===== src/sv/mlfq_pkg.sv =====
// Shared types and constants for the feedback queue tick scheduler.
// Holds field widths, request and register codes and the controller interface.
// Depends on nothing.
package mlfq_pkg;

  localparam int ID_W = 22;
  localparam int USE_W = 4;
  localparam int REQ_W = 2;
  localparam int ELAPSED_W = 16;
  localparam int BOOST_W = 8;
  localparam int QUANTUM_W = 4;
  localparam int CFG_IDX_W = 2;
  localparam int CFG_DATA_W = 16;

  localparam logic [USE_W-1:0] USAGE_MAX = 4'd15;
  localparam logic [ELAPSED_W-1:0] ELAPSED_MAX = 16'hFFFF;
  localparam logic [BOOST_W-1:0] BOOST_RESET = 8'd10;
  localparam logic [QUANTUM_W-1:0] QUANTUM_RESET = 4'd2;

  localparam logic [REQ_W-1:0] REQ_ADD = 2'd0;
  localparam logic [REQ_W-1:0] REQ_START = 2'd1;
  localparam logic [REQ_W-1:0] REQ_TICK = 2'd2;

  localparam logic [CFG_IDX_W-1:0] CFG_BOOST_PERIOD = 2'd0;
  localparam logic [CFG_IDX_W-1:0] CFG_STEPDOWN_QUANTUM = 2'd1;
  localparam logic [CFG_IDX_W-1:0] CFG_RUN_LIMIT = 2'd2;

  typedef struct packed {
    logic latch;
    logic exec;
    logic disp_sel;
    logic disp_slot;
    logic disp_id;
    logic g_sel;
    logic g_slot;
    logic g_id;
    logic r_init;
    logic r_i;
    logic r_iw;
    logic r_j;
    logic r_w;
    logic done;
  } cmd_t;

  typedef struct packed {
    logic req_add;
    logic req_start;
    logic req_tick;
    logic cur_valid;
    logic due;
    logic any_queued;
    logic g_empty;
    logic j_last;
    logic i_last;
    logic out_free;
  } sts_t;

endpackage


===== src/sv/mlfq_tick_scheduler.sv =====
// A tick with a boost reorders the queued entries by the rank count of the boost sort,
// which reads the work list once per compare.
// One item is in progress at a time; a finished result waits in the output register.
// Reset clears the queues, the running entry and elapsed time, and loads the
// registers with their defaults; the memories keep their contents.
module mlfq_tick_scheduler #(
  parameter int MAX_ENTRIES = 32,
  parameter int NUM_LEVELS = 3
) (
  input  logic                                clk,
  input  logic                                rst,
  input  logic                                in_valid,
  output logic                                in_ready,
  input  logic [mlfq_pkg::REQ_W-1:0]          req_type,
  input  logic [mlfq_pkg::ID_W-1:0]           process_id,
  output logic                                out_valid,
  input  logic                                out_ready,
  output logic [mlfq_pkg::ID_W-1:0]           running_id,
  output logic                                running_valid,
  output logic [$clog2(NUM_LEVELS)-1:0]       running_level,
  output logic                                boosted,
  output logic                                finished,
  output logic                                add_rejected,
  input  logic                                cfg_valid,
  output logic                                cfg_ready,
  input  logic [mlfq_pkg::CFG_IDX_W-1:0]      cfg_index,
  input  logic [mlfq_pkg::CFG_DATA_W-1:0]     cfg_data
);

  mlfq_pkg::cmd_t cmd;
  mlfq_pkg::sts_t sts;

  assign cfg_ready = 1'b1;

  mlfq_ctrl u_ctrl (
    .clk      (clk),
    .rst      (rst),
    .in_valid (in_valid),
    .in_ready (in_ready),
    .sts      (sts),
    .cmd      (cmd)
  );

  mlfq_dp #(.MAX_ENTRIES(MAX_ENTRIES), .NUM_LEVELS(NUM_LEVELS)) u_dp (
    .clk           (clk),
    .rst           (rst),
    .req_type      (req_type),
    .process_id    (process_id),
    .cfg_valid     (cfg_valid),
    .cfg_index     (cfg_index),
    .cfg_data      (cfg_data),
    .cmd           (cmd),
    .sts           (sts),
    .out_valid     (out_valid),
    .out_ready     (out_ready),
    .running_id    (running_id),
    .running_valid (running_valid),
    .running_level (running_level),
    .boosted       (boosted),
    .finished      (finished),
    .add_rejected  (add_rejected)
  );

endmodule


===== src/sv/mlfq_ram.sv =====
// Generic single write port memory with a registered read port.
// Used for the entry table, the level queues and the boost work list.
// Depends on nothing.
module mlfq_ram #(
  parameter int WIDTH = 8,
  parameter int DEPTH = 32
) (
  input  logic                     clk,
  input  logic                     we,
  input  logic [$clog2(DEPTH)-1:0] waddr,
  input  logic [WIDTH-1:0]         wdata,
  input  logic [$clog2(DEPTH)-1:0] raddr,
  output logic [WIDTH-1:0]         rdata
);

  logic [WIDTH-1:0] mem [DEPTH];

  always_ff @(posedge clk) begin
    if (we) begin
      mem[waddr] <= wdata;
    end
    rdata <= mem[raddr];
  end

endmodule


===== src/sv/mlfq_ctrl.sv =====
// Sequencing state machine of the feedback queue tick scheduler.
// Drives the datapath through mlfq_pkg::cmd_t and follows mlfq_pkg::sts_t.
// Depends on mlfq_pkg.
module mlfq_ctrl (
  input  logic           clk,
  input  logic           rst,
  input  logic           in_valid,
  output logic           in_ready,
  input  mlfq_pkg::sts_t sts,
  output mlfq_pkg::cmd_t cmd
);

  typedef enum logic [13:0] {
    S_IDLE  = 14'b00000000000001,
    S_EXEC  = 14'b00000000000010,
    S_DSEL  = 14'b00000000000100,
    S_DSLOT = 14'b00000000001000,
    S_DID   = 14'b00000000010000,
    S_GSEL  = 14'b00000000100000,
    S_GSLOT = 14'b00000001000000,
    S_GID   = 14'b00000010000000,
    S_RINIT = 14'b00000100000000,
    S_RI    = 14'b00001000000000,
    S_RIW   = 14'b00010000000000,
    S_RJ    = 14'b00100000000000,
    S_RW    = 14'b01000000000000,
    S_DONE  = 14'b10000000000000
  } state_t;

  state_t state, state_next;

  always_comb begin
    state_next = state;
    unique case (state)
      S_IDLE: begin
        if (in_valid) state_next = S_EXEC;
      end
      S_EXEC: begin
        priority if (sts.req_add) state_next = S_DONE;
        else if (sts.req_start) state_next = sts.cur_valid ? S_DONE : S_DSEL;
        else if (sts.req_tick) state_next = sts.due ? S_GSEL : S_DSEL;
        else state_next = S_DONE;
      end
      S_DSEL:  state_next = sts.any_queued ? S_DSLOT : S_DONE;
      S_DSLOT: state_next = S_DID;
      S_DID:   state_next = S_DONE;
      S_GSEL:  state_next = sts.any_queued ? S_GSLOT : S_RINIT;
      S_GSLOT: state_next = S_GID;
      S_GID:   state_next = S_GSEL;
      S_RINIT: state_next = sts.g_empty ? S_DSEL : S_RI;
      S_RI:    state_next = S_RIW;
      S_RIW:   state_next = S_RJ;
      S_RJ:    state_next = sts.j_last ? S_RW : S_RJ;
      S_RW:    state_next = sts.i_last ? S_DSEL : S_RI;
      S_DONE: begin
        if (sts.out_free) state_next = S_IDLE;
      end
      default: state_next = S_IDLE;
    endcase
  end

  always_ff @(posedge clk) begin
    if (rst) begin
      state <= S_IDLE;
    end else begin
      state <= state_next;
    end
  end

  assign in_ready = (state == S_IDLE);

  always_comb begin
    cmd = '0;
    cmd.latch     = (state == S_IDLE) && in_valid;
    cmd.exec      = (state == S_EXEC);
    cmd.disp_sel  = (state == S_DSEL);
    cmd.disp_slot = (state == S_DSLOT);
    cmd.disp_id   = (state == S_DID);
    cmd.g_sel     = (state == S_GSEL);
    cmd.g_slot    = (state == S_GSLOT);
    cmd.g_id      = (state == S_GID);
    cmd.r_init    = (state == S_RINIT);
    cmd.r_i       = (state == S_RI);
    cmd.r_iw      = (state == S_RIW);
    cmd.r_j       = (state == S_RJ);
    cmd.r_w       = (state == S_RW);
    cmd.done      = (state == S_DONE);
  end

`ifndef SYNTHESIS
  a_accept_blocks: assert property (@(posedge clk) disable iff (rst)
    in_valid && in_ready |=> !in_ready)
    else $error("A new item was taken while the previous one was in progress.");
`endif

endmodule


===== src/sv/mlfq_dp.sv =====
// Datapath of the feedback queue tick scheduler: queues, entry table, boost sort.
// Carries out the commands of mlfq_ctrl and holds the result register.
// Depends on mlfq_pkg and mlfq_ram.
module mlfq_dp #(
  parameter int MAX_ENTRIES = 32,
  parameter int NUM_LEVELS = 3
) (
  input  logic                                  clk,
  input  logic                                  rst,
  input  logic [mlfq_pkg::REQ_W-1:0]            req_type,
  input  logic [mlfq_pkg::ID_W-1:0]             process_id,
  input  logic                                  cfg_valid,
  input  logic [mlfq_pkg::CFG_IDX_W-1:0]        cfg_index,
  input  logic [mlfq_pkg::CFG_DATA_W-1:0]       cfg_data,
  input  mlfq_pkg::cmd_t                        cmd,
  output mlfq_pkg::sts_t                        sts,
  output logic                                  out_valid,
  input  logic                                  out_ready,
  output logic [mlfq_pkg::ID_W-1:0]             running_id,
  output logic                                  running_valid,
  output logic [$clog2(NUM_LEVELS)-1:0]         running_level,
  output logic                                  boosted,
  output logic                                  finished,
  output logic                                  add_rejected
);

  localparam int SW = $clog2(MAX_ENTRIES);
  localparam int CW = $clog2(MAX_ENTRIES + 1);
  localparam int LW = $clog2(NUM_LEVELS);
  localparam int FA_W = $clog2(NUM_LEVELS * MAX_ENTRIES);
  localparam int IW = mlfq_pkg::ID_W;
  localparam int UW = mlfq_pkg::USE_W;
  localparam int EW = IW + LW + UW;
  localparam int GW = IW + SW;
  localparam logic [LW-1:0] TOP_LVL = LW'(NUM_LEVELS - 1);
  localparam logic [CW-1:0] MAX_CNT = CW'(MAX_ENTRIES);

  function automatic logic [FA_W-1:0] fifo_addr(input logic [LW-1:0] lvl,
                                                input logic [SW-1:0] pos);
    fifo_addr = FA_W'(lvl) * FA_W'(MAX_ENTRIES) + FA_W'(pos);
  endfunction

  logic [mlfq_pkg::REQ_W-1:0] req_q;
  logic [IW-1:0] pid_q;
  logic [mlfq_pkg::BOOST_W-1:0] boost_period, countdown;
  logic [mlfq_pkg::QUANTUM_W-1:0] quantum;
  logic [mlfq_pkg::ELAPSED_W-1:0] run_limit, elapsed;
  logic [SW-1:0] head [NUM_LEVELS];
  logic [CW-1:0] count [NUM_LEVELS];
  logic [CW-1:0] total;
  logic cur_valid;
  logic [SW-1:0] cur_slot;
  logic [IW-1:0] cur_id;
  logic [LW-1:0] cur_level;
  logic [UW-1:0] cur_use;
  logic [CW-1:0] g_n;
  logic [SW-1:0] g_slot;
  logic [SW-1:0] i_idx, j_idx, rank;
  logic [IW-1:0] elem_id;
  logic [SW-1:0] elem_slot;
  logic boost_f, fin_f, rej_f;

  logic [SW-1:0] fifo_rd;
  logic [EW-1:0] ent_rd;
  logic [GW-1:0] g_rd;
  logic fifo_we, ent_we;
  logic [FA_W-1:0] fifo_waddr;
  logic [SW-1:0] fifo_wdata, ent_waddr, g_raddr;
  logic [EW-1:0] ent_wdata;

  logic [LW-1:0] sel_lvl;
  logic any_q;
  logic [SW-1:0] head_inc;
  logic [UW-1:0] use_inc, rq_use;
  logic [LW-1:0] rq_lvl;
  logic due, drop;
  logic is_add, is_tick, do_add, do_requeue, push_en;
  logic [LW-1:0] push_lvl;
  logic [CW:0] pos_sum;
  logic [SW-1:0] push_pos;
  logic [mlfq_pkg::ELAPSED_W-1:0] elapsed_inc;
  logic [IW-1:0] g_rd_id;
  logic [SW-1:0] g_rd_slot;
  logic less;

  always_comb begin
    sel_lvl = '0;
    any_q = 1'b0;
    for (int l = 0; l < NUM_LEVELS; l++) begin
      if (count[l] != '0) begin
        sel_lvl = LW'(l);
        any_q = 1'b1;
      end
    end
  end

  assign head_inc = (head[sel_lvl] == SW'(MAX_ENTRIES - 1)) ? '0 : head[sel_lvl] + SW'(1);

  assign use_inc = (cur_use != mlfq_pkg::USAGE_MAX) ? cur_use + UW'(1) : cur_use;
  assign due = (countdown <= mlfq_pkg::BOOST_W'(1));
  assign drop = !due && (use_inc >= quantum);
  assign rq_use = drop ? '0 : use_inc;
  assign rq_lvl = (drop && cur_level != '0) ? cur_level - LW'(1) : cur_level;
  assign elapsed_inc = elapsed + mlfq_pkg::ELAPSED_W'(1);

  assign is_add = (req_q == mlfq_pkg::REQ_ADD);
  assign is_tick = (req_q == mlfq_pkg::REQ_TICK);
  assign do_add = cmd.exec && is_add && (total != MAX_CNT);
  assign do_requeue = cmd.exec && is_tick && cur_valid;
  assign push_en = do_add || do_requeue;
  assign push_lvl = is_tick ? rq_lvl : TOP_LVL;
  assign pos_sum = (CW + 1)'(head[push_lvl]) + (CW + 1)'(count[push_lvl]);
  assign push_pos = (pos_sum >= (CW + 1)'(MAX_ENTRIES)) ?
                    SW'(pos_sum - (CW + 1)'(MAX_ENTRIES)) : SW'(pos_sum);

  assign fifo_we = push_en || cmd.r_w;
  assign fifo_waddr = cmd.r_w ? fifo_addr(TOP_LVL, rank) : fifo_addr(push_lvl, push_pos);
  assign fifo_wdata = cmd.r_w ? elem_slot : (is_tick ? cur_slot : SW'(total));

  assign ent_we = do_add || do_requeue || cmd.g_id;
  always_comb begin
    priority if (cmd.g_id) begin
      ent_waddr = g_slot;
      ent_wdata = {ent_rd[EW-1 -: IW], TOP_LVL, UW'(0)};
    end else if (is_tick) begin
      ent_waddr = cur_slot;
      ent_wdata = {cur_id, rq_lvl, rq_use};
    end else begin
      ent_waddr = SW'(total);
      ent_wdata = {pid_q, TOP_LVL, UW'(0)};
    end
  end

  always_comb begin
    priority if (cmd.r_iw) g_raddr = '0;
    else if (cmd.r_j) g_raddr = j_idx + SW'(1);
    else g_raddr = i_idx;
  end

  assign g_rd_id = g_rd[GW-1 -: IW];
  assign g_rd_slot = g_rd[SW-1:0];
  assign less = (g_rd_id < elem_id) || ((g_rd_id == elem_id) && (j_idx < i_idx));

  mlfq_ram #(.WIDTH(SW), .DEPTH(NUM_LEVELS * MAX_ENTRIES)) u_fifo_ram (
    .clk   (clk),
    .we    (fifo_we),
    .waddr (fifo_waddr),
    .wdata (fifo_wdata),
    .raddr (fifo_addr(sel_lvl, head[sel_lvl])),
    .rdata (fifo_rd)
  );

  mlfq_ram #(.WIDTH(EW), .DEPTH(MAX_ENTRIES)) u_entry_ram (
    .clk   (clk),
    .we    (ent_we),
    .waddr (ent_waddr),
    .wdata (ent_wdata),
    .raddr (fifo_rd),
    .rdata (ent_rd)
  );

  mlfq_ram #(.WIDTH(GW), .DEPTH(MAX_ENTRIES)) u_work_ram (
    .clk   (clk),
    .we    (cmd.g_id),
    .waddr (SW'(g_n)),
    .wdata ({ent_rd[EW-1 -: IW], g_slot}),
    .raddr (g_raddr),
    .rdata (g_rd)
  );

  always_ff @(posedge clk) begin
    if (rst) begin
      boost_period <= mlfq_pkg::BOOST_RESET;
      countdown <= mlfq_pkg::BOOST_RESET;
      quantum <= mlfq_pkg::QUANTUM_RESET;
      run_limit <= '0;
      elapsed <= '0;
      total <= '0;
      cur_valid <= 1'b0;
      cur_slot <= '0;
      out_valid <= 1'b0;
      for (int l = 0; l < NUM_LEVELS; l++) begin
        head[l] <= '0;
        count[l] <= '0;
      end
    end else begin
      if (cmd.exec) begin
        if (is_add) begin
          if (total != MAX_CNT) total <= total + CW'(1);
        end else if (is_tick) begin
          if (cur_valid) begin
            cur_valid <= 1'b0;
          end
          if (elapsed != mlfq_pkg::ELAPSED_MAX) elapsed <= elapsed_inc;
          countdown <= due ? boost_period : countdown - mlfq_pkg::BOOST_W'(1);
        end
      end
      if (push_en) begin
        count[push_lvl] <= count[push_lvl] + CW'(1);
      end
      if ((cmd.disp_sel || cmd.g_sel) && any_q) begin
        head[sel_lvl] <= head_inc;
        count[sel_lvl] <= count[sel_lvl] - CW'(1);
      end
      if (cmd.disp_sel && !any_q) cur_valid <= 1'b0;
      if (cmd.disp_slot) cur_slot <= fifo_rd;
      if (cmd.disp_id) cur_valid <= 1'b1;
      if (cmd.r_init) begin
        for (int l = 0; l < NUM_LEVELS; l++) begin
          head[l] <= '0;
          count[l] <= '0;
        end
        count[TOP_LVL] <= g_n;
      end
      if (cmd.done && sts.out_free) begin
        out_valid <= 1'b1;
      end else if (out_ready) begin
        out_valid <= 1'b0;
      end
      if (cfg_valid) begin
        unique case (cfg_index)
          mlfq_pkg::CFG_BOOST_PERIOD: begin
            boost_period <= cfg_data[mlfq_pkg::BOOST_W-1:0];
            countdown <= cfg_data[mlfq_pkg::BOOST_W-1:0];
          end
          mlfq_pkg::CFG_STEPDOWN_QUANTUM: quantum <= cfg_data[mlfq_pkg::QUANTUM_W-1:0];
          mlfq_pkg::CFG_RUN_LIMIT: run_limit <= cfg_data;
          default: ;
        endcase
      end
    end
  end

  always_ff @(posedge clk) begin
    if (cmd.latch) begin
      req_q <= req_type;
      pid_q <= process_id;
      boost_f <= 1'b0;
      fin_f <= 1'b0;
      rej_f <= 1'b0;
    end
    if (cmd.exec) begin
      if (is_add && total == MAX_CNT) rej_f <= 1'b1;
      if (is_tick) begin
        boost_f <= due;
        g_n <= '0;
        if (elapsed != mlfq_pkg::ELAPSED_MAX) begin
          fin_f <= (run_limit != '0) && (elapsed_inc == run_limit);
        end
      end
    end
    if (cmd.disp_id) begin
      cur_id <= ent_rd[EW-1 -: IW];
      cur_level <= ent_rd[UW +: LW];
      cur_use <= ent_rd[UW-1:0];
    end
    if (cmd.g_slot) g_slot <= fifo_rd;
    if (cmd.g_id) g_n <= g_n + CW'(1);
    if (cmd.r_init) i_idx <= '0;
    if (cmd.r_iw) begin
      elem_id <= g_rd_id;
      elem_slot <= g_rd_slot;
      j_idx <= '0;
      rank <= '0;
    end
    if (cmd.r_j) begin
      if (less) rank <= rank + SW'(1);
      j_idx <= j_idx + SW'(1);
    end
    if (cmd.r_w) i_idx <= i_idx + SW'(1);
    if (cmd.done && sts.out_free) begin
      running_id <= cur_valid ? cur_id : '0;
      running_valid <= cur_valid;
      running_level <= cur_valid ? cur_level : '0;
      boosted <= boost_f;
      finished <= fin_f;
      add_rejected <= rej_f;
    end
  end

  always_comb begin
    sts.req_add = is_add;
    sts.req_start = (req_q == mlfq_pkg::REQ_START);
    sts.req_tick = is_tick;
    sts.cur_valid = cur_valid;
    sts.due = due;
    sts.any_queued = any_q;
    sts.g_empty = (g_n == '0);
    sts.j_last = (CW'(j_idx) + CW'(1) == g_n);
    sts.i_last = (CW'(i_idx) + CW'(1) == g_n);
    sts.out_free = !out_valid || out_ready;
  end

`ifndef SYNTHESIS
  a_total_bound: assert property (@(posedge clk) disable iff (rst)
    total <= MAX_CNT)
    else $error("Entry count exceeds the table size.");
  a_total_grows: assert property (@(posedge clk) disable iff (rst)
    !$past(rst) |-> total >= $past(total))
    else $error("Entry count went down.");
  a_idle_result: assert property (@(posedge clk) disable iff (rst)
    out_valid && !running_valid |-> running_id == '0 && running_level == '0)
    else $error("A result with nothing running carries an ID or a level.");
`endif

endmodule


===== config.mk =====
export PLATFORM = sky130hd
export DESIGN_NAME = mlfq_tick_scheduler
export DESIGN_NICKNAME = d
export VERILOG_FILES = /design/src/sv/mlfq_pkg.sv /design/src/sv/mlfq_tick_scheduler.sv /design/src/sv/mlfq_ram.sv /design/src/sv/mlfq_ctrl.sv /design/src/sv/mlfq_dp.sv
export SDC_FILE = /design/constraint.sdc
export NUM_CORES = 2
export LEC_CHECK = 0
export BUFFER_PORTS_ARGS = -buffer_cell sky130_fd_sc_hd__buf_2
export CORE_MARGIN = 2
export CORE_UTILIZATION = 27
export CTS_BUF_LIST = sky130_fd_sc_hd__clkbuf_4
export CTS_CLUSTER_SIZE = 20
export DETAILED_ROUTE_END_ITERATION = 8
export PLACE_DENSITY = 0.5
export SLEW_MARGIN = 20
export SYNTH_ARGS = -nofsm -noshare
export SYNTH_HDL_FRONTEND = slang
export SYNTH_SLANG_ARGS = --single-unit

===== constraint.sdc =====
create_clock -name clk -period 14.76 [get_ports clk]
set_clock_uncertainty 0.1 [all_clocks]
set_input_delay 2.214 -clock clk [delete_from_list [all_inputs] [get_ports clk]]
set_output_delay 2.214 -clock clk [all_outputs]
set_load 0.02 [all_outputs]

# Yosys cells after proc, flatten, opt, wreduce, memory -nomap -nowiden
# Memory sizes are Yosys's and may differ from the RTL's. A register that Yosys moved wholly into a read port is not among the register bits.
# Cells that the tools add are included.
[word_totals] regBits=215 ramBits=2273 input_bits=47 memories=5
[mem_list] memory="u_dp.u_entry_ram.mem" depth=32 word_bits=28 rd=1 rd_ports_with_merged_regs=1 write_ports=1 line_no="mlfq_ram.sv:16" source="logic [WIDTH-1:0] mem [DEPTH];"
[mem_list] memory="u_dp.u_work_ram.mem" depth=32 word_bits=27 rd=1 rd_ports_with_merged_regs=1 write_ports=1 line_no="mlfq_ram.sv:16"
[mem_list] memory="u_dp.u_fifo_ram.mem" depth=96 word_bits=5 rd=1 rd_ports_with_merged_regs=1 write_ports=1 line_no="mlfq_ram.sv:16"
[mem_list] memory="u_dp.count" depth=3 word_bits=6 rd=5 rd_ports_with_merged_regs=0 write_ports=3 line_no="mlfq_dp.sv:49" source="logic [CW-1:0] count [NUM_LEVELS];"
[mem_list] memory="u_dp.head" depth=3 word_bits=5 rd=2 rd_ports_with_merged_regs=0 write_ports=3 line_no="mlfq_dp.sv:48" source="logic [SW-1:0] head [NUM_LEVELS];"
[op_classes] n_addsub=19 n_lt_le_gt_ge=5 n_eq_ne=30 mux=98 n_bitwise=8 reduce_logical=48
[ops] operator="$pmux W14 S14" n=1
[ops] operator="$mux W14" n=7
[ops] operator="$mux W5" n=18
[ops] operator="$mux W6" n=10
[ops] operator="$mux W28" n=2
[ops] operator="$mux W8" n=6
[ops] operator="$mux W1" n=41
[ops] operator="$eq A22 B22 Y1" n=1
[ops] operator="$lt A22 B22 Y1" n=1
[ops] operator="$add A5 B1 Y5 const B" n=4
[ops] operator="$mux W10" n=2
[ops] operator="$add A6 B1 Y6 const B" n=3
[ops] operator="$reduce_bool A6 Y1" n=3
[ops] operator="$add A16 B1 Y16 const B" n=1
[ops] operator="$eq A16 B16 Y1" n=1
[ops] operator="$ne A16 B16 Y1 const B" n=1
[ops] operator="$reduce_bool A16 Y1" n=1
[ops] operator="$add A7 B5 Y7" n=2
[ops] operator="$eq A14 B1 Y1 const B" n=1
[ops] operator="$eq A14 B10 Y1 const B" n=1
[ops] operator="$eq A14 B11 Y1 const B" n=1
[ops] operator="$eq A14 B12 Y1 const B" n=1
[ops] operator="$eq A14 B13 Y1 const B" n=1
[ops] operator="$eq A14 B14 Y1 const B" n=1
[ops] operator="other kinds (48)" n=97

# Longest topological paths before layout
# An unclocked memory read counts as a cell.
[logic_depth] ltp_word=13 depth_mapped=23 depth_no_buf=20

# Cells and area by module
# A second synthesis with hierarchy kept.
[unflattened] hier_cells=6186 area_unflattened_um2=102353.2
[by_module_without_submodules] mod="mlfq_ram at u_dp.u_entry_ram" instances=1 cells_each=1984 area_each_um2=35447.7
[by_module_without_submodules] mod="mlfq_ram at u_dp.u_work_ram" instances=1 cells_each=1915 area_each_um2=34221.6
[by_module_without_submodules] mod="mlfq_ram at u_dp.u_fifo_ram" instances=1 cells_each=939 area_each_um2=19084.6
[by_module_without_submodules] mod="mlfq_dp" instances=1 cells_each=1229 area_each_um2=12640.9
[by_module_without_submodules] mod="mlfq_ctrl" instances=1 cells_each=117 area_each_um2=947.2
[by_module_without_submodules] mod="mlfq_tick_scheduler" instances=1 cells_each=2 area_each_um2=11.3

# Least setup slack after synthesis
# No wires, ideal clock.
[synth_path] path_kind="register to register" start="register u_dp.cur_use[0]" end="memory u_dp.u_fifo_ram.mem[61][0] (netlist name), enable pin" setup_ns=0.381 arrival_ns=5.501 required_time_ns=14.279 path_slack_ns=8.778 path_stages_with_launch=21 path_buffers=3 synth_period_minus_slack_ns=5.982 cell_sequence="edfxtp_1 > ha_1 > nand3_1 > mux2_2 > ha_1 > a2111oi_2 > nor4_1 > a21oi_2 > buf_2 > clkbuf_1 > nand2_1 > and3_1 > a31oi_1 > ha_1 > nand2_1 > a21oi_1 > a41o_1 > a311o_1 > xnor2_1 > clkbuf_1 > nor4_1"
[synth_between] elab_chain_cells=13
[synth_lines] item="start: declaration" line_no="mlfq_dp.sv:55" source="logic [UW-1:0] cur_use;"
[synth_lines] item="start signal: assignment" line_no="mlfq_dp.sv:255" source="cur_use <= ent_rd[UW-1:0];"
[synth_lines] item="$add A4 B1 Y4 / $ne A4 B4 Y1 (equally long branches)" line_no="mlfq_dp.sv:99" source="assign use_inc = (cur_use != mlfq_pkg::USAGE_MAX) ? cur_use + UW'(1) : cur_use;"
[synth_lines] item="$mux W4 *" line_no="mlfq_dp.sv:99"
[synth_lines] item="$ge A4 B4 Y1 *" line_no="mlfq_dp.sv:101" source="assign drop = !due && (use_inc >= quantum);"
[synth_lines] item="$logic_and A1 B1 Y1 *" line_no="mlfq_dp.sv:101"
[synth_lines] item="$logic_and A1 B1 Y1 *" line_no="mlfq_dp.sv:103" source="assign rq_lvl = (drop && cur_level != '0) ? cur_level - LW'(1) : cur_level;"
[synth_lines] item="$mux W2 *" line_no="mlfq_dp.sv:103"
[synth_lines] item="$mux W2 *" line_no="mlfq_dp.sv:111" source="assign push_lvl = is_tick ? rq_lvl : TOP_LVL;"
[synth_lines] item="$mem_v2 Z3 W5 / $mem_v2 Z3 W6 (equally long branches)"
[synth_lines] item="$add A5 B6 Y7" line_no="mlfq_dp.sv:112" source="assign pos_sum = (CW + 1)'(head[push_lvl]) + (CW + 1)'(count[push_lvl]);"
[synth_lines] item="$ge A7 B6 Y1 / $sub A5 B1 Y5 (equally long branches)" line_no="mlfq_dp.sv:113, mlfq_dp.sv:114"
[synth_lines] item="$mux W5" line_no="mlfq_dp.sv:113" source="assign push_pos = (pos_sum >= (CW + 1)'(MAX_ENTRIES)) ?"
[synth_lines] item="$add A7 B5 Y7 *" line_no="mlfq_dp.sv:40" source="fifo_addr = FA_W'(lvl) * FA_W'(MAX_ENTRIES) + FA_W'(pos);"
[synth_lines] item="$mux W7 *" line_no="mlfq_dp.sv:117" source="assign fifo_waddr = cmd.r_w ? fifo_addr(TOP_LVL, rank) : fifo_addr(push_lvl, push_pos);"
[synth_lines] item="end: declaration" line_no="mlfq_ram.sv:16"
# Mark *: on every way between the ends. The rest lies on a longest branch, timed or not.

# Worst setup path in the final report
[layout_path] start="register u_dp.cur_use[0]" end="memory u_dp.u_fifo_ram.mem[86][0] (netlist name), enable pin"
# Same word-level chain as after synthesis.

==> run_results.csv <==
group,metric,value,unit
status,status,"completed",
sta,slew_headroom,26.6,%
route,route.detailed.drc,0,
critical_path,cp_num_cells,16,
critical_path,critical_path_maximum_fanout,24,
logic_synthesis,postSynthRegisterBits,2559,
place,port-buffer-count,76,
power_and_ir_drop,p_sw_share,24.2,%
logic_synthesis,post_synth_num_cell_types,84,
critical_path,crit_chain,"ha_1 > nand3_1 > mux2_2 > ha_1 > a2111oi_2 > or3_1 > a21o_1 > mux2i_1 > mux2i_1 > ha_1 > fa_1 > o211a_1 > a221oi_4 > xor2_4 > o221ai_4 > nor3_1",
cts,clock_tree.buffer_depth,4,
route,route.detailed.wl_per_inst,24.0,µm
floorplan,floorplan.die.width,617,µm
critical_path,timing.critical_path.to_type,"register",
place,dp_hpwl,167000,µm
route,drtAntennaViolNets,0,
place,globalplace.congestion,0.838,
sta,report.final.slew_viol_count,0,
route,num_vias,61000,
finish,layout-drive-gt1-share,25.3,%
sta,totalNegativeSetupSlack,0,ns
global_routing,grt_antenna_before_repair,16,
global_routing,wire_length_of_the_first_global_routing_pass,428000,µm
cts,hold_buffers_post_cts,0,
route,detail_route.vias_per_cell,4.91,
logic_synthesis,mappedNetlistArea,101000,µm²
critical_path,worstSetupStartpoint,"u_dp.cur_use[0]",
critical_path,reg2regPathDepth,16,
finish,layout.cells.most_common_list,"sky130_fd_sc_hd__edfxtp_1, sky130_fd_sc_hd__clkbuf_4, sky130_fd_sc_hd__nand2_1, sky130_fd_sc_hd__mux4_2, sky130_fd_sc_hd__nand3_1",
cts,root_buffer,"sky130_fd_sc_hd__clkbuf_4",
place,detailed_place.area,109000,µm²
power_and_ir_drop,power-per-cell-area,132,nW/µm²
cts,clock_sink_count,2559,
global_routing,grt_util_all_layers,15.2,%
floorplan,die-area,381000,µm²
logic_synthesis,synth.avg_cell_area,16.0,µm²
cts,cts_tree,"built",
floorplan,ioPinCount,78,
global_routing,grt_max_degree,171,
power_and_ir_drop,cell_internal_pwr,11.8,mW
run,cap_violations,0,
floorplan,die-height,617,µm
critical_path,timing_worst_setup_path_type,"reg2reg",
finish,stdcell_area,118000,µm²
cts,cts.reportedPaths.clkPinSlew,0.07,ns
sta,final-hold-violation-count,0,
hold_path,hold_depth,0,
power_and_ir_drop,vdd_ir_drop_max,66.6,µV
floorplan,fp.coreArea,375000,µm²
place,number_of_cells_after_detailed_placement,11200,
route,drt_wl_total,298000,µm
logic_synthesis,synthCells,6340,
floorplan,initial_core_util,27.1,%
critical_path,worst_path_most_repeated_cell,"sky130_fd_sc_hd__ha_1",
logic_synthesis,ys.warnings.count,0,
hold_path,hold_path_class,"reg2reg",
finish,layout_commonest_cell,"sky130_fd_sc_hd__edfxtp_1",
sta,fin_crit,7.70,ns
hold_path,hold_path.startpoint,"u_dp.fin_f",
critical_path,worstPathBufferInverterCount,0,
logic_synthesis,async_flop_share,0,%
global_routing,globalRouteOverflowTotal,0,
power_and_ir_drop,power.net_switching,3.75,mW
cts,post_cts_resized,0,
sta,fmax,130,MHz
cts,cts_htree_levels,6,
power_and_ir_drop,p_leak,38.9,nW
floorplan,std_cell_rows,225,
route,drtPass1Iterations,5,
power_and_ir_drop,share_comb_of_total_power,6.5,%
logic_synthesis,dominantRegCellSynth,"sky130_fd_sc_hd__edfxtp_1",
power_and_ir_drop,reg_power_share,53.5,%
logic_synthesis,part_of_the_yosys_area_used_for_sequential_elements,74.3,%
cts,insertion_delay,1.53,ns
critical_path,slowest_stage_cell_cp,"sky130_fd_sc_hd__nor3_1",
critical_path,critical-path-max-stage-delay,0.76,ns
finish,finalNetCount,7003,
route,drtIter0Drc,5573,
sta,final.period_utilization,52.1,%
cts,cts_buf_count,675,
critical_path,cp_delay_by_family_top,"compound AO/OA/AOI/OAI gates",
finish,finalNonFillerCells,12400,
sta,timing_worst_slew_pin_value,1.10,ns
sta,number_of_endpoints_failing_setup_at_the_final_stage,0,
critical_path,worstReg2RegStart,"u_dp.cur_use[0]",
critical_path,timing.critical_path.arrival,8.67,ns
sta,rsz0062_at_grt,"no",
finish,areaGrowthSynthToFinish,16.1,%
power_and_ir_drop,overall_power_consumption,15.5,mW
critical_path,worst_setup_path_start_kind,"register",
cts,post_cts_buffers,0,
critical_path,worst-endpoint-required,15.74,ns
global_routing,number_of_global_route_vias_before_repair,62000,
logic_synthesis,synth_edf_count,2412,
power_and_ir_drop,power.share.clock,40.0,%
worst register-to-register path, delay by kind of cell (launching register included):
kind / cells / cell delay (ns)
compound gates: 5 / 2.61
fa+ha+maj: 4 / 1.38
simple gates: 3 / 1.21
mux: 3 / 0.82
xor+xnor: 1 / 0.72
flops: 1 / 0.45
logic make-up after synthesis:
group	share of synthesized area, %
flops	74.3
other cells	0.00740
fa+ha+maj	0.661
compound gates	6.69
simple gates	7.90
buf+inv	1.64
xor+xnor	0.750
mux	8.06
final cells by class:
type	count	area, µm²
fill	36800	257000
sequential	2559	75400
multi-input combinational	3355	25500
clock buffer	998	7490
tap	4994	6250
timing repair buffer	252	1750
clock inverter	188	1170
inverter	60	230
antenna	22	55.1
routing by layer:
layer | up-vias | share of wire (%) | track usage [%]
met2 | 2284 | 49 | 26.0
met4 | 2 | 2.2 | 4.28
met1 | 31700 | 42 | 19.7
li1 | 26600 | - | -
met3 | 442 | 6.4 | 2.73
met5 | - | 0.0044 | 0
power by group through the flow:
stage | combinational [mW] | sequential [mW] | clock (mW)
2_1_floorplan | 0.550 | 8.44 | 0
3_3_place_gp | 0.994 | 8.46 | 0
3_5_place_dp | 1.02 | 8.46 | 0
4_1_cts | 1.02 | 8.31 | 6.40
5_1_grt | 1.08 | 8.31 | 6.76
6_report | 1.01 | 8.30 | 6.22
stage by stage:
step	util (%)	setup slack (ns)	hold WS, ns
floorplan	-	8.78	0.286
finish	31.4	7.06	0.309
detailed placement	29.1	7.22	0.299
global placement	29.1	7.02	0.294
global route	31.4	6.68	0.321
CTS	31.4	7.12	0.292
Yosys cell counts (29+ instances only):
cell                       number  area, µm²
sky130_fd_sc_hd__a32oi_1       55        482
sky130_fd_sc_hd__ha_1          52        651
sky130_fd_sc_hd__and3_1        53        332
sky130_fd_sc_hd__a211oi_1      39        293
sky130_fd_sc_hd__inv_1         58        218
sky130_fd_sc_hd__nand4_1       29        181
sky130_fd_sc_hd__a21oi_1      175        876
sky130_fd_sc_hd__buf_1         59        221
sky130_fd_sc_hd__nor4_1        34        213
sky130_fd_sc_hd__nand2_1      871       3270
sky130_fd_sc_hd__clkbuf_1     274       1030
sky130_fd_sc_hd__mux2i_1      139       1390
sky130_fd_sc_hd__nor3_1        66        330
sky130_fd_sc_hd__mux2_2        33        372
sky130_fd_sc_hd__nor2b_1       37        231
sky130_fd_sc_hd__nand3_1      265       1330
sky130_fd_sc_hd__mux4_2       285       6420
sky130_fd_sc_hd__edfxtp_1    2412      72400
sky130_fd_sc_hd__o211ai_1      47        353
sky130_fd_sc_hd__o22ai_1       83        519
sky130_fd_sc_hd__xnor2_1       53        464
sky130_fd_sc_hd__o21ai_0       96        480
sky130_fd_sc_hd__xor2_1        32        280
sky130_fd_sc_hd__dfxtp_1      147       2940
sky130_fd_sc_hd__or3_1         30        188
sky130_fd_sc_hd__buf_2         36        180
sky130_fd_sc_hd__a31oi_1      116        726
sky130_fd_sc_hd__and2_1        36        225
sky130_fd_sc_hd__a31o_2        60        526
sky130_fd_sc_hd__nor2_1       288       1080
sky130_fd_sc_hd__o221ai_1     163       1430
sequential cells by signal, indices dropped and copies added (netlist names), 16 cells and up:
name                    cells
u_dp.u_work_ram.rdata      27
u_dp.u_entry_ram.rdata     28
u_dp.elem_id               22
u_dp.cur_id                22
u_dp.elapsed               16
u_dp.running_id            22
u_dp.count                 24
u_dp.head                  20
u_dp.u_fifo_ram.mem       480
u_dp.run_limit             16
u_dp.u_work_ram.mem       864
u_dp.u_entry_ram.mem      896
u_dp.pid_q                 22
path summary, 6_finish.rpt:
| path | slack [ns] | end |
|---|---|---|
| min reg2reg | 0.31 | u_dp.finished |
| max | 7.06 | u_dp.u_fifo_ram.mem[86][0] |
| max reg2reg | 7.06 | u_dp.u_fifo_ram.mem[86][0] |
| min | 0.31 | u_dp.finished |
Note: power is estimated with default switching activity, not from simulation.
